File: src/rtl/tdwq_pkg.sv
// Package for the tick delay wakeup queue: field widths, command and
// operation codes, the front-to-back operation record and the back FSM states.
// No dependencies.
`timescale 1ns / 1ps

package tdwq_pkg;

  localparam int TASK_W      = 5;
  localparam int VALUE_W     = 32;
  localparam int COUNT_W     = 31;
  localparam int MAX_SLOTS   = 32;
  localparam int QUEUE_DEPTH = 2;

  localparam logic [COUNT_W-1:0] COUNT_MAX    = {COUNT_W{1'b1}};
  localparam logic [VALUE_W-1:0] REJECT_VALUE = 32'hFFFF_FFFE;

  typedef enum logic [1:0] {
    CMD_TICK  = 2'd0,
    CMD_READ  = 2'd1,
    CMD_DELAY = 2'd2,
    CMD_UNTIL = 2'd3
  } cmd_e;

  typedef enum logic [1:0] {
    OP_REPLY = 2'd0,
    OP_ARM   = 2'd1,
    OP_TICK  = 2'd2
  } op_e;

  typedef enum logic [1:0] {
    BS_IDLE = 2'd0,
    BS_SCAN = 2'd1,
    BS_EMIT = 2'd2
  } bstate_e;

  // One classified request. For a reply, value is the reply value; for an arm,
  // value holds the wake time; for a tick, value is the new count and aux the
  // count before the tick.
  typedef struct packed {
    op_e                kind;
    logic [TASK_W-1:0]  slot;
    logic [VALUE_W-1:0] value;
    logic [COUNT_W-1:0] aux;
  } op_t;

endpackage

File: src/rtl/tdwq_cmd_if.sv
// Request channel of the tick delay wakeup queue (valid/ready plus payload).
// Depends on tdwq_pkg.
`timescale 1ns / 1ps

interface tdwq_cmd_if import tdwq_pkg::*; ();
  logic                      valid;
  logic                      ready;
  logic [1:0]                command;
  logic [TASK_W-1:0]         requester;
  logic signed [VALUE_W-1:0] tick_amount;

  modport source (output valid, output command, output requester, output tick_amount,
                  input ready);
  modport sink   (input valid, input command, input requester, input tick_amount,
                  output ready);
endinterface

File: src/rtl/tdwq_rsp_if.sv
// Reply channel of the tick delay wakeup queue (valid/ready plus payload).
// Depends on tdwq_pkg.
`timescale 1ns / 1ps

interface tdwq_rsp_if import tdwq_pkg::*; ();
  logic                      valid;
  logic                      ready;
  logic [TASK_W-1:0]         reply_task;
  logic signed [VALUE_W-1:0] reply_value;
  logic                      last_of_run;

  modport source (output valid, output reply_task, output reply_value, output last_of_run,
                  input ready);
  modport sink   (input valid, input reply_task, input reply_value, input last_of_run,
                  output ready);
endinterface

File: src/rtl/tick_delay_wakeup_queue_unit.sv
// Tick delay wakeup queue, top level. Read-time and rejected requests reply
// through the queue and the back end's output register; delay requests only arm
// a slot. A tick scans the N slots of the wake time RAM (one read per cycle),
// then sends one reply each to the sender and to every released slot.
// Reset clears the tick count, all pending flags and the queue; the wake time
// RAM needs no clearing since it is only read behind a set pending flag.
`timescale 1ns / 1ps

module tick_delay_wakeup_queue_unit import tdwq_pkg::*; #(
  parameter int TASK_SLOTS = 32
) (
  input  logic       clk_i,
  input  logic       rst_ni,
  tdwq_cmd_if.sink   cmd_i,
  tdwq_rsp_if.source rsp_o
);

  // The front end owns the tick count, so every request is classified against
  // the count as it stands after all earlier accepted requests. Ticks, arms
  // and immediate replies then pass through a short queue to the back end,
  // which keeps them in order.
  logic push_valid, push_ready;
  op_t  push_op;
  logic pop_valid, pop_ready;
  op_t  pop_op;

  tdwq_front #(
    .TASK_SLOTS(TASK_SLOTS)
  ) u_front (
    .clk_i       (clk_i),
    .rst_ni      (rst_ni),
    .cmd_i       (cmd_i),
    .push_valid_o(push_valid),
    .push_ready_i(push_ready),
    .push_op_o   (push_op)
  );

  tdwq_queue u_queue (
    .clk_i       (clk_i),
    .rst_ni      (rst_ni),
    .push_valid_i(push_valid),
    .push_ready_o(push_ready),
    .push_op_i   (push_op),
    .pop_valid_o (pop_valid),
    .pop_ready_i (pop_ready),
    .pop_op_o    (pop_op)
  );

  // The back end sorts releases in one scan: slots due at the count before
  // the tick go first, then those due at the new count, each group in
  // ascending slot order. Its output register lets a queued arm or tick
  // proceed while a reply still waits to be taken.
  tdwq_back #(
    .TASK_SLOTS(TASK_SLOTS)
  ) u_back (
    .clk_i     (clk_i),
    .rst_ni    (rst_ni),
    .op_valid_i(pop_valid),
    .op_ready_o(pop_ready),
    .op_i      (pop_op),
    .rsp_o     (rsp_o)
  );

endmodule

File: src/rtl/tdwq_ram.sv
// Generic single-write, single-read RAM with a registered read port.
// No dependencies.
`timescale 1ns / 1ps

module tdwq_ram #(
  parameter int WIDTH = 31,
  parameter int DEPTH = 32
) (
  input  logic                     clk_i,
  input  logic                     we_i,
  input  logic [$clog2(DEPTH)-1:0] waddr_i,
  input  logic [WIDTH-1:0]         wdata_i,
  input  logic [$clog2(DEPTH)-1:0] raddr_i,
  output logic [WIDTH-1:0]         rdata_o
);

  logic [WIDTH-1:0] mem_q [DEPTH];
  logic [WIDTH-1:0] rdata_q;

  always_ff @(posedge clk_i) begin
    if (we_i) begin
      mem_q[waddr_i] <= wdata_i;
    end
    rdata_q <= mem_q[raddr_i];
  end

  assign rdata_o = rdata_q;

endmodule

File: src/rtl/tdwq_front.sv
// Front end: accepts requests, owns the tick count and turns each request
// into a reply, arm or tick operation for the back end. Depends on tdwq_pkg.
`timescale 1ns / 1ps

module tdwq_front import tdwq_pkg::*; #(
  parameter int TASK_SLOTS = 32
) (
  input  logic      clk_i,
  input  logic      rst_ni,
  tdwq_cmd_if.sink  cmd_i,
  output logic      push_valid_o,
  input  logic      push_ready_i,
  output op_t       push_op_o
);

  logic [COUNT_W-1:0] count_q, count_d;

  assign cmd_i.ready  = push_ready_i;
  assign push_valid_o = cmd_i.valid;

  always_comb begin
    logic [COUNT_W-1:0] count_next;
    logic [COUNT_W-1:0] amount;
    logic [VALUE_W-1:0] sum;
    logic [COUNT_W-1:0] wake_rel;
    logic               neg;
    logic               slot_ok;

    count_next = (count_q != COUNT_MAX) ? count_q + 31'd1 : count_q;
    amount     = cmd_i.tick_amount[COUNT_W-1:0];
    neg        = cmd_i.tick_amount[VALUE_W-1];
    sum        = {1'b0, count_q} + {1'b0, amount};
    wake_rel   = sum[VALUE_W-1] ? COUNT_MAX : sum[COUNT_W-1:0];
    slot_ok    = (int'(cmd_i.requester) < TASK_SLOTS);

    count_d         = count_q;
    push_op_o.slot  = cmd_i.requester;
    push_op_o.aux   = count_q;
    push_op_o.kind  = OP_REPLY;
    push_op_o.value = {1'b0, count_q};

    unique case (cmd_e'(cmd_i.command))
      CMD_TICK: begin
        push_op_o.kind  = OP_TICK;
        push_op_o.value = {1'b0, count_next};
        if (cmd_i.valid && push_ready_i) begin
          count_d = count_next;
        end
      end
      CMD_READ: begin
        push_op_o.kind = OP_REPLY;
      end
      CMD_DELAY: begin
        if (neg || !slot_ok) begin
          push_op_o.value = REJECT_VALUE;
        end else begin
          push_op_o.kind  = OP_ARM;
          push_op_o.value = {1'b0, wake_rel};
        end
      end
      CMD_UNTIL: begin
        if (neg || (amount < count_q) || !slot_ok) begin
          push_op_o.value = REJECT_VALUE;
        end else begin
          push_op_o.kind  = OP_ARM;
          push_op_o.value = {1'b0, amount};
        end
      end
    endcase
  end

  always_ff @(posedge clk_i or negedge rst_ni) begin
    if (!rst_ni) begin
      count_q <= '0;
    end else begin
      count_q <= count_d;
    end
  end

endmodule

File: src/rtl/tdwq_queue.sv
// Short operation queue between the front and back ends.
// Depends on tdwq_pkg.
`timescale 1ns / 1ps

module tdwq_queue import tdwq_pkg::*; (
  input  logic clk_i,
  input  logic rst_ni,
  input  logic push_valid_i,
  output logic push_ready_o,
  input  op_t  push_op_i,
  output logic pop_valid_o,
  input  logic pop_ready_i,
  output op_t  pop_op_o
);

  localparam int PtrW = $clog2(QUEUE_DEPTH);
  localparam int CntW = $clog2(QUEUE_DEPTH + 1);

  op_t             slot_q [QUEUE_DEPTH];
  logic [PtrW-1:0] wr_ptr_q, wr_ptr_d;
  logic [PtrW-1:0] rd_ptr_q, rd_ptr_d;
  logic [CntW-1:0] fill_q, fill_d;
  logic            do_push, do_pop;

  assign push_ready_o = (fill_q != CntW'(QUEUE_DEPTH));
  assign pop_valid_o  = (fill_q != '0);
  assign pop_op_o     = slot_q[rd_ptr_q];
  assign do_push      = push_valid_i && push_ready_o;
  assign do_pop       = pop_valid_o && pop_ready_i;

  always_comb begin
    wr_ptr_d = wr_ptr_q;
    rd_ptr_d = rd_ptr_q;
    fill_d   = fill_q;
    if (do_push) begin
      wr_ptr_d = (wr_ptr_q == PtrW'(QUEUE_DEPTH - 1)) ? '0 : wr_ptr_q + PtrW'(1);
    end
    if (do_pop) begin
      rd_ptr_d = (rd_ptr_q == PtrW'(QUEUE_DEPTH - 1)) ? '0 : rd_ptr_q + PtrW'(1);
    end
    if (do_push && !do_pop) begin
      fill_d = fill_q + CntW'(1);
    end else if (do_pop && !do_push) begin
      fill_d = fill_q - CntW'(1);
    end
  end

  always_ff @(posedge clk_i or negedge rst_ni) begin
    if (!rst_ni) begin
      wr_ptr_q <= '0;
      rd_ptr_q <= '0;
      fill_q   <= '0;
    end else begin
      wr_ptr_q <= wr_ptr_d;
      rd_ptr_q <= rd_ptr_d;
      fill_q   <= fill_d;
    end
  end

  always_ff @(posedge clk_i) begin
    if (do_push) begin
      slot_q[wr_ptr_q] <= push_op_i;
    end
  end

endmodule

File: src/rtl/tdwq_back.sv
// Back end: executes operations from the queue, keeps the pending flags and
// the wake time memory, scans slots on a tick and sends replies.
// Depends on tdwq_pkg and tdwq_ram.
`timescale 1ns / 1ps

module tdwq_back import tdwq_pkg::*; #(
  parameter int TASK_SLOTS = 32
) (
  input  logic       clk_i,
  input  logic       rst_ni,
  input  logic       op_valid_i,
  output logic       op_ready_o,
  input  op_t        op_i,
  tdwq_rsp_if.source rsp_o
);

  localparam int NumSlots = (TASK_SLOTS < MAX_SLOTS) ? TASK_SLOTS : MAX_SLOTS;
  localparam int IdxW     = $clog2(NumSlots);
  localparam logic [IdxW-1:0] LastIdx = IdxW'(NumSlots - 1);

  bstate_e state_q, state_d;

  logic [NumSlots-1:0] waiting_q, waiting_d;
  logic [NumSlots-1:0] early_q, early_d;
  logic [NumSlots-1:0] late_q, late_d;
  logic [IdxW-1:0]     rd_idx_q, rd_idx_d;
  logic                rd_active_q, rd_active_d;
  logic [IdxW-1:0]     chk_idx_q, chk_idx_d;
  logic                chk_valid_q, chk_valid_d;
  logic [COUNT_W-1:0]  new_q, new_d;
  logic [COUNT_W-1:0]  old_q, old_d;
  logic [TASK_W-1:0]   sender_q, sender_d;
  logic                sender_pend_q, sender_pend_d;

  logic                out_valid_q, out_valid_d;
  logic [TASK_W-1:0]   out_task_q, out_task_d;
  logic [VALUE_W-1:0]  out_value_q, out_value_d;
  logic                out_last_q, out_last_d;

  logic                we;
  logic [IdxW-1:0]     waddr;
  logic [COUNT_W-1:0]  wdata;
  logic [COUNT_W-1:0]  rdata;

  logic                out_free;
  logic [IdxW-1:0]     early_idx, late_idx;
  logic [NumSlots-1:0] early_rest, late_rest;
  logic                emit_done;
  logic                scan_done;

  tdwq_ram #(
    .WIDTH(COUNT_W),
    .DEPTH(NumSlots)
  ) u_wake_ram (
    .clk_i  (clk_i),
    .we_i   (we),
    .waddr_i(waddr),
    .wdata_i(wdata),
    .raddr_i(rd_idx_q),
    .rdata_o(rdata)
  );

  assign out_free   = !out_valid_q || rsp_o.ready;
  assign early_rest = early_q & (early_q - NumSlots'(1));
  assign late_rest  = late_q & (late_q - NumSlots'(1));
  assign scan_done  = chk_valid_q && (chk_idx_q == LastIdx);

  // Lowest set bit of each release mask.
  always_comb begin
    early_idx = '0;
    late_idx  = '0;
    for (int i = NumSlots - 1; i >= 0; i--) begin
      if (early_q[i]) early_idx = IdxW'(i);
      if (late_q[i])  late_idx  = IdxW'(i);
    end
  end

  // The emitted reply is the last of the run once nothing remains behind it.
  always_comb begin
    emit_done = 1'b0;
    if (out_free) begin
      if (sender_pend_q) begin
        emit_done = (early_q == '0) && (late_q == '0);
      end else if (early_q != '0) begin
        emit_done = (early_rest == '0) && (late_q == '0);
      end else begin
        emit_done = (late_rest == '0);
      end
    end
  end

  always_comb begin
    state_d = state_q;
    unique case (state_q)
      BS_IDLE: begin
        if (op_valid_i && (op_i.kind == OP_TICK)) state_d = BS_SCAN;
      end
      BS_SCAN: begin
        if (scan_done) state_d = BS_EMIT;
      end
      BS_EMIT: begin
        if (emit_done) state_d = BS_IDLE;
      end
      default: state_d = BS_IDLE;
    endcase
  end

  always_comb begin
    waiting_d     = waiting_q;
    early_d       = early_q;
    late_d        = late_q;
    rd_idx_d      = rd_idx_q;
    rd_active_d   = rd_active_q;
    chk_idx_d     = chk_idx_q;
    chk_valid_d   = 1'b0;
    new_d         = new_q;
    old_d         = old_q;
    sender_d      = sender_q;
    sender_pend_d = sender_pend_q;
    out_valid_d   = out_valid_q && !rsp_o.ready;
    out_task_d    = out_task_q;
    out_value_d   = out_value_q;
    out_last_d    = out_last_q;
    op_ready_o    = 1'b0;
    we            = 1'b0;
    waddr         = op_i.slot[IdxW-1:0];
    wdata         = op_i.value[COUNT_W-1:0];

    unique case (state_q)
      BS_IDLE: begin
        if (op_valid_i) begin
          unique case (op_i.kind)
            OP_REPLY: begin
              if (out_free) begin
                op_ready_o  = 1'b1;
                out_valid_d = 1'b1;
                out_task_d  = op_i.slot;
                out_value_d = op_i.value;
                out_last_d  = 1'b1;
              end
            end
            OP_ARM: begin
              op_ready_o = 1'b1;
              we         = 1'b1;
              waiting_d[op_i.slot[IdxW-1:0]] = 1'b1;
            end
            OP_TICK: begin
              op_ready_o    = 1'b1;
              new_d         = op_i.value[COUNT_W-1:0];
              old_d         = op_i.aux;
              sender_d      = op_i.slot;
              sender_pend_d = 1'b1;
              early_d       = '0;
              late_d        = '0;
              rd_idx_d      = '0;
              rd_active_d   = 1'b1;
            end
            default: ;
          endcase
        end
      end
      BS_SCAN: begin
        chk_valid_d = rd_active_q;
        chk_idx_d   = rd_idx_q;
        if (rd_active_q) begin
          if (rd_idx_q == LastIdx) begin
            rd_active_d = 1'b0;
          end else begin
            rd_idx_d = rd_idx_q + IdxW'(1);
          end
        end
        // Pending wake times never lie below the count before the tick, so a
        // release is due exactly when the wake time equals the old or new count.
        if (chk_valid_q && waiting_q[chk_idx_q]) begin
          if (rdata == old_q) begin
            early_d[chk_idx_q] = 1'b1;
          end else if (rdata == new_q) begin
            late_d[chk_idx_q] = 1'b1;
          end
        end
      end
      BS_EMIT: begin
        if (out_free) begin
          out_valid_d = 1'b1;
          out_value_d = {1'b0, new_q};
          out_last_d  = emit_done;
          if (sender_pend_q) begin
            out_task_d    = sender_q;
            sender_pend_d = 1'b0;
          end else if (early_q != '0) begin
            out_task_d           = TASK_W'(early_idx);
            early_d              = early_rest;
            waiting_d[early_idx] = 1'b0;
          end else begin
            out_task_d          = TASK_W'(late_idx);
            late_d              = late_rest;
            waiting_d[late_idx] = 1'b0;
          end
        end
      end
      default: ;
    endcase
  end

  always_ff @(posedge clk_i or negedge rst_ni) begin
    if (!rst_ni) begin
      state_q       <= BS_IDLE;
      waiting_q     <= '0;
      early_q       <= '0;
      late_q        <= '0;
      rd_idx_q      <= '0;
      rd_active_q   <= 1'b0;
      chk_idx_q     <= '0;
      chk_valid_q   <= 1'b0;
      sender_pend_q <= 1'b0;
      out_valid_q   <= 1'b0;
    end else begin
      state_q       <= state_d;
      waiting_q     <= waiting_d;
      early_q       <= early_d;
      late_q        <= late_d;
      rd_idx_q      <= rd_idx_d;
      rd_active_q   <= rd_active_d;
      chk_idx_q     <= chk_idx_d;
      chk_valid_q   <= chk_valid_d;
      sender_pend_q <= sender_pend_d;
      out_valid_q   <= out_valid_d;
    end
  end

  always_ff @(posedge clk_i) begin
    new_q       <= new_d;
    old_q       <= old_d;
    sender_q    <= sender_d;
    out_task_q  <= out_task_d;
    out_value_q <= out_value_d;
    out_last_q  <= out_last_d;
  end

  assign rsp_o.valid       = out_valid_q;
  assign rsp_o.reply_task  = out_task_q;
  assign rsp_o.reply_value = out_value_q;
  assign rsp_o.last_of_run = out_last_q;

endmodule

File: src/flat_wrapper.sv
// flat-port wrapper written by rule: the top's interface ports become plain ports
module tick_delay_wakeup_queue_unit_flat import tdwq_pkg::*;
#(
  parameter int TASK_SLOTS = 32
)
  (clk_i, rst_ni, cmd_i_valid, cmd_i_command, cmd_i_requester, cmd_i_tick_amount, cmd_i_ready, rsp_o_valid, rsp_o_reply_task, rsp_o_reply_value, rsp_o_last_of_run, rsp_o_ready);
  tdwq_cmd_if cmd_i_i ();
  tdwq_rsp_if rsp_o_i ();
  input  logic clk_i;
  input  logic rst_ni;
  input wire logic [$bits(cmd_i_i.valid)-1:0] cmd_i_valid;
  input wire logic [$bits(cmd_i_i.command)-1:0] cmd_i_command;
  input wire logic [$bits(cmd_i_i.requester)-1:0] cmd_i_requester;
  input wire logic [$bits(cmd_i_i.tick_amount)-1:0] cmd_i_tick_amount;
  output wire logic [$bits(cmd_i_i.ready)-1:0] cmd_i_ready;
  output wire logic [$bits(rsp_o_i.valid)-1:0] rsp_o_valid;
  output wire logic [$bits(rsp_o_i.reply_task)-1:0] rsp_o_reply_task;
  output wire logic [$bits(rsp_o_i.reply_value)-1:0] rsp_o_reply_value;
  output wire logic [$bits(rsp_o_i.last_of_run)-1:0] rsp_o_last_of_run;
  input wire logic [$bits(rsp_o_i.ready)-1:0] rsp_o_ready;
  assign cmd_i_i.valid = cmd_i_valid;
  assign cmd_i_i.command = cmd_i_command;
  assign cmd_i_i.requester = cmd_i_requester;
  assign cmd_i_i.tick_amount = cmd_i_tick_amount;
  assign cmd_i_ready = cmd_i_i.ready;
  assign rsp_o_valid = rsp_o_i.valid;
  assign rsp_o_reply_task = rsp_o_i.reply_task;
  assign rsp_o_reply_value = rsp_o_i.reply_value;
  assign rsp_o_last_of_run = rsp_o_i.last_of_run;
  assign rsp_o_i.ready = rsp_o_ready;
  tick_delay_wakeup_queue_unit #(.TASK_SLOTS(TASK_SLOTS)) u_core (.clk_i(clk_i), .rst_ni(rst_ni), .cmd_i(cmd_i_i), .rsp_o(rsp_o_i));
endmodule
File: config.mk
export PLATFORM = sky130hd
export DESIGN_NAME = tick_delay_wakeup_queue_unit_flat
export DESIGN_NICKNAME = d
export VERILOG_FILES = /design/src/rtl/tdwq_pkg.sv /design/src/rtl/tdwq_cmd_if.sv /design/src/rtl/tdwq_rsp_if.sv /design/src/rtl/tick_delay_wakeup_queue_unit.sv /design/src/rtl/tdwq_ram.sv /design/src/rtl/tdwq_front.sv /design/src/rtl/tdwq_queue.sv /design/src/rtl/tdwq_back.sv /design/src/flat_wrapper.sv
export SDC_FILE = /design/constraint.sdc
export NUM_CORES = 2
export LEC_CHECK = 0
export ABC_CLOCK_PERIOD_IN_PS = 6100
export BUFFER_PORTS_ARGS = -buffer_cell sky130_fd_sc_hd__buf_4
export CAP_MARGIN = 30
export CELL_PAD_IN_SITES_DETAIL_PLACEMENT = 0
export CELL_PAD_IN_SITES_GLOBAL_PLACEMENT = 1
export CORE_UTILIZATION = 23
export CTS_CLUSTER_SIZE = 16
export DETAILED_ROUTE_END_ITERATION = 7
export HOLD_SLACK_MARGIN = 0.03
export MAX_ROUTING_LAYER = met4
export PLACE_DENSITY_LB_ADDON = 0.15
export SLEW_MARGIN = 30
export SYNTH_ARGS = -nofsm -noshare
export SYNTH_HDL_FRONTEND = slang
export SYNTH_SLANG_ARGS = --single-unit
File: constraint.sdc
create_clock -name clk_i -period 6.1 [get_ports clk_i]
set_clock_uncertainty 0.2 [all_clocks]
set_input_delay 0.915 -clock clk_i [delete_from_list [all_inputs] [get_ports clk_i]]
set_output_delay 0.915 -clock clk_i [all_outputs]
set_load 0.01 [all_outputs]
# Word level (Yosys, flattened, before mapping)
# Memory sizes are Yosys's and may differ from the RTL's. A register that Yosys moved wholly into a read port is not among the register bits.
# Index checks and enable logic that the tools add are counted.
# op_classes
n_addsub,9
n_lt_le_gt_ge,9
n_eq_ne,31
n_mux,159
n_bitwise,9
reduce_logical,44
# op_table
cell,count
two-way mux 32 bit,24
two-way mux 5 bit,74
one-hot mux 32 bit (3 select lines),3
bitwise AND 32 bit,4
zero test 32 bit,4
one-hot mux 32 bit (2 select lines),2
OR 32 bit,3
NOT 32 bit,2
"subtractor 32 x 1 -> 32 bit, second input constant",2
== test 31 bit,2
two-way mux 31 bit,2
"inequality test 2 bit, second input constant",18
two-way mux 1 bit,35
adder 31 x 31 -> 32 bit,1
nonzero test 32 bit,1
"adder 31 x 1 -> 31 bit, second input constant",1
less-than comparator 31 bit,1
"inequality test 31 bit, second input constant",1
"less-than comparator 5 x 6 -> 1 bit, second input constant",4
demux 1 bit (select 5 bit),4
"greater-or-equal comparator 5 x 1 -> 1 bit, second input constant",4
one-hot mux 5 bit (2 select lines),2
AND reduction 5 bit,3
logical AND 1 bit,14
other kinds (24),50
# totals
ff_bits,252
ramBits,1132
output_inout_bits,40
word_cells,283
mem_count,2
# memory_table
memory,depth,word_bits,rd,rd_ports_with_merged_regs,wr,line,rtl
u_core.u_back.u_wake_ram.mem_q,32,31,1,1,1,tdwq_ram.sv:17,logic [WIDTH-1:0] mem_q [DEPTH];
u_core.u_queue.slot_q,2,70,1,0,1,tdwq_queue.sv:19,op_t slot_q [QUEUE_DEPTH];

# Depth between registers and ports, before layout
# logic_depth
word_depth,42
mapped_depth,17
ltp_nobuf,12

# Cells and area by module
# Synthesis repeated with hierarchy kept, for this count alone.
# unflattened
cells_unflattened,4356
area_unflattened_um2,62144.6
# by_module_without_submodules
mod,instances,cells_each,area_per_inst_um2,seq_area_each_um2
tdwq_ram,1,2192,39163.8,30409.2
tdwq_back,1,1184,11935.2,5955.7
tdwq_queue,1,236,5596.6,4304.1
tdwq_front,1,744,5449.0,775.7

# Worst setup path before layout
# No wires, ideal clock.
# synth_timing
path_type,register to register
startpoint,reg u_core.u_queue.rd_ptr_q
endpoint,"reg u_core.u_back.out_last_q, in the netlist u_core.u_back.rsp_o.last_of_run (enable)"
t_arrival_ns,4.195
t_required_ns,5.454
setup_slack_ns,1.260
stages_incl_launch_ff,9
path_buffers,4
synth_period_minus_slack_ns,4.840
cell_sequence,dfrtp_1 > clkbuf_1 > clkbuf_1 > buf_1 > buf_1 > mux2i_1 > ha_1 > nand2_1 > a21oi_1
# synth_via
elab_chain_len,4
# synth_rtl
element,line,rtl
start: declaration,tdwq_queue.sv:21,"logic [PtrW-1:0] rd_ptr_q, rd_ptr_d;"
start signal: assignment,tdwq_queue.sv:55,rd_ptr_q <= rd_ptr_d;
memory (2 x 70 bit),n/a,
zero test 2 bit,tdwq_back.sv:132,unique case (op_i.kind)
inequality test 2 bit (no source line),n/a,
AND reduction 5 bit (no source line),n/a,
end signal: assignment,tdwq_back.sv:237,out_last_q <= out_last_d;
end: declaration,tdwq_back.sv:38,"logic out_last_q, out_last_d;"
# Every way passes these cells.
# A chain may end at the register's enable or synchronous reset.

==> flow_metrics.py <==
metrics = {
    "timing": {
        "finalMaxSlewViolations": 0,
        "finalCritPeriodShare_pct": 72.1,
        "relSlewSlack_pct": 35.1,
        "rsz0062_at_grt": "no",
        "final-setup-viol-count": 0,
        "worst_slew_pin_slew_ps": 973,
        "hold_ws_ps": 169,
        "timing.fmax_ghz": 0.227,
        "period_needed_ps": 4400,
        "hold_violations": 0,
        "fin_setup_tns_ps": 0,
        "layout_setup_ws_ps": 1700,
    },
    "flow_run": {
        "cap_violations": 0,
    },
    "setup_path": {
        "worstRegToRegCells": 12,
        "crit_required_ps": 6350,
        "end_kind": "flip-flop",
        "crit_type": "flip-flop to flip-flop",
        "r2r_slack_ps": 1700,
        "path_max_fanout": 7,
        "worstPathArrival_ps": 4650,
        "critPathCapture": "u_core.u_queue.slot_q[0][59]$_DFFE_PP_",
        "cpPeakStageDelay_ps": 680,
        "crit_path_top_delay_cell": "nor2_1",
        "cp-start-kind": "flip-flop",
        "path_cells": "inv_1 -> ha_1 -> nor2b_1 -> o311ai_1 -> a211oi_1 -> o21bai_1 -> o221ai_1 -> buf_4 -> a311oi_1 -> nor2_1 -> nor2_1 -> a21oi_1",
        "r2r_end": "u_core.u_queue.slot_q[0][59]$_DFFE_PP_",
        "crit_top_cell": "nor2_1",
        "crit_start": "u_core.u_front.count_q[1]$_DFFE_PN0P_",
        "timing.rr.start": "u_core.u_front.count_q[1]$_DFFE_PN0P_",
    },
    "cells_and_area": {
        "fin_cells": 7293,
        "final_area_sq_um": 70900,
        "nFillCells": 26000,
        "area_growth_pct": 18.0,
        "finalNetCount": 3868,
        "layout-drive-gt1-share_pct": 24.6,
        "post-route-util_pct": 27.3,
        "final_common_cell": "edfxtp_1",
        "final_cell_mix": "edfxtp_1, mux4_2, nor2_1",
    },
    "grt": {
        "antenna_found_initial": 3,
        "grt_max_degree": 105,
        "grt_pass1_wl_um": 284000,
        "grt_usage_pct": 15.7,
        "overflow": 0,
        "grt_pass1_vias": 34500,
    },
    "routing": {
        "ant_nets": 0,
        "via_per_inst": 4.63,
        "vias": 33800,
        "wire_per_inst_um": 27.8,
        "drcViolationCount": 0,
        "first_pass_iters": 5,
        "wl_um": 203000,
        "drt_first_iter_violations": 2856,
    },
    "placed_design": {
        "dp_cells": 6985,
        "placed_area_sq_um": 65600,
        "pre_cts_ws_ps": 1360,
        "io_buffers": 82,
        "hpwlAfterDp_um": 126000,
        "place_congestion": 0.811,
    },
    "synthesis": {
        "synth_async_sr_flop_share_pct": 10.4,
        "synth_top_area_share_pct": 61.9,
        "muxShareOfSynthArea_pct": 14.6,
        "ys.warnings.count": 0,
        "synth_xor_xnor_area_share_pct": 2.07,
        "syn_inst": 3562,
        "seq_area_frac_synth_pct": 69.0,
        "syn_area_per_cell_sq_um": 16.9,
        "synth_area_leaders": "edfxtp_1, mux4_2, dfrtp_1, mux2_2, xnor2_1",
        "netlist_area_sq_um": 60000,
        "synth_compound_area_share_pct": 5.85,
        "yosys.area_share.adder_pct": 1.61,
        "synth_top_family_by_area": "multiplexers",
        "synth_top_flop_cell": "edfxtp_1",
        "synth_edf_count": 1237,
        "synthSimpleGateAreaFrac_pct": 5.16,
        "synth.distinct_cells": 85,
        "ys_seq_elements": 1415,
        "yosys.area.top_type": "edfxtp_1",
        "syn-num-nets": 3680,
    },
    "power_and_ir_drop": {
        "power_mw": 30.0,
        "power.density_nw_per_um2": 423,
        "ir_drop_mv": 0.297,
        "p_leak_nw": 22.2,
    },
    "hold_path": {
        "min-delay-start": "cmd_i_requester[3]",
        "hold_depth": 1,
        "worstHoldPathType": "input port to flip-flop",
    },
    "clock_tree": {
        "clock-root-buffer": "clkbuf_16",
        "path_clk_slew_ps": 60,
        "clock_sinks": 1415,
        "htree_levels": 4,
        "cts_tree": "yes",
        "numCtsBuffers": 164,
        "clkLatencyLatePin_ps": 820,
        "cts_max_path_buffers": 3,
        "cts_resized": 0,
        "post_cts_buffers": 0,
    },
    "floorplan": {
        "placementRows": 187,
        "ioPinCount": 83,
        "start_util_pct": 23.1,
        "die_w_um": 513,
        "core_area_sq_um": 259000,
        "die-area_sq_um": 263000,
        "die_y_um": 513,
    },
    "run_status": {
        "status": "finished, final reports clean",
    },
}
-- critical path, delay by kind of cell (launching register included) --
family	cells	cell delay, ps
adders and majority gates	1	330
AOI/OAI and AO/OA	6	1820
DFF	1	500
buffers and inverters	2	360
and+or+nand+nor	3	870
-- routing by layer --
metal	share of wire, %	track usage (%)	wire (um)
met5	0	-	0
met4	1.7	3.36	3500
met3	3.6	2.20	7340
met2	47	24.0	94300
met1	48	22.1	97500
-- cells by family after synthesis --
kind of cell,count (synthesis)
buf+inv,274
mux,459
compound gates,561
flops,1415
simple gates,634
fa+ha+maj,77
xor+xnor,142
-- cell usage after synthesis, types with 27 or more instances --
cell type  count
mux2_2       129
dfrtp_1      147
xnor2_1      120
buf_1         27
nand2_1      112
nor4_1        31
ha_1          74
nand4_1       33
dfxtp_1       31
nor3_1        52
edfxtp_1    1237
a221oi_1      37
nand3_1       41
inv_1        101
clkbuf_1     140
mux4_2       318
a21oi_1      185
o21ai_0      132
nor2_1       242
-- power breakdown --
part / switching [mW] / internal [mW]
registers: 0.776 / 12.3
logic: 4.65 / 2.63
clock network: 4.20 / 5.43
-- how the worst min path moves through the flow --
stage	to	slack, ps
2_1_floorplan	u_core.u_queue.wr_ptr_q$_DFFE_PN0P_	260
3_3_place_gp	u_core.u_back.chk_valid_q$_DFF_PN0_	320
3_5_place_dp	u_core.u_queue.fill_q[1]$_DFFE_PN0P_	330
4_1_cts	u_core.u_queue.slot_q[0][67]$_DFFE_PP_	90
5_1_grt	u_core.u_queue.slot_q[0][67]$_DFFE_PP_	110
6_report	u_core.u_queue.slot_q[0][66]$_DFFE_PP_	170
-- final cells by class --
class	instances	area, sq um	share of cell area [%]
repair buffers	192	1600	2.26
multi-input cells	1873	17900	25.2
flip-flops and latches	1415	41500	58.5
well taps	3402	4260	6.01
clock buffers	226	4500	6.35
clock inverters	79	792	1.12
diodes	2	5.00	0.00706
inverters	104	395	0.558
-- sequential cells by signal, indices dropped and copies added, names as in the netlist, 5 cells and up --
signal                            flops
u_core.u_back.chk_idx_q               5
u_core.u_back.early_q                32
u_core.u_back.late_q                 32
u_core.u_back.new_q                  31
u_core.u_back.old_q                  31
u_core.u_back.rd_idx_q                5
u_core.u_back.rsp_o.reply_task        5
u_core.u_back.rsp_o.reply_value      32
u_core.u_back.sender_q                5
u_core.u_back.u_wake_ram.mem_q      992
u_core.u_back.u_wake_ram.rdata_o     31
u_core.u_back.waiting_q              32
u_core.u_front.count_q               31
u_core.u_queue.slot_q               140
-- timing repair --
item | in CTS | in global routing
setup endpoints to repair | 0 | 0
endpoints found under the hold margin | 74 | 0
hold buffers | 1 | 0
No activity file was read; power rests on OpenSTA's default activity.
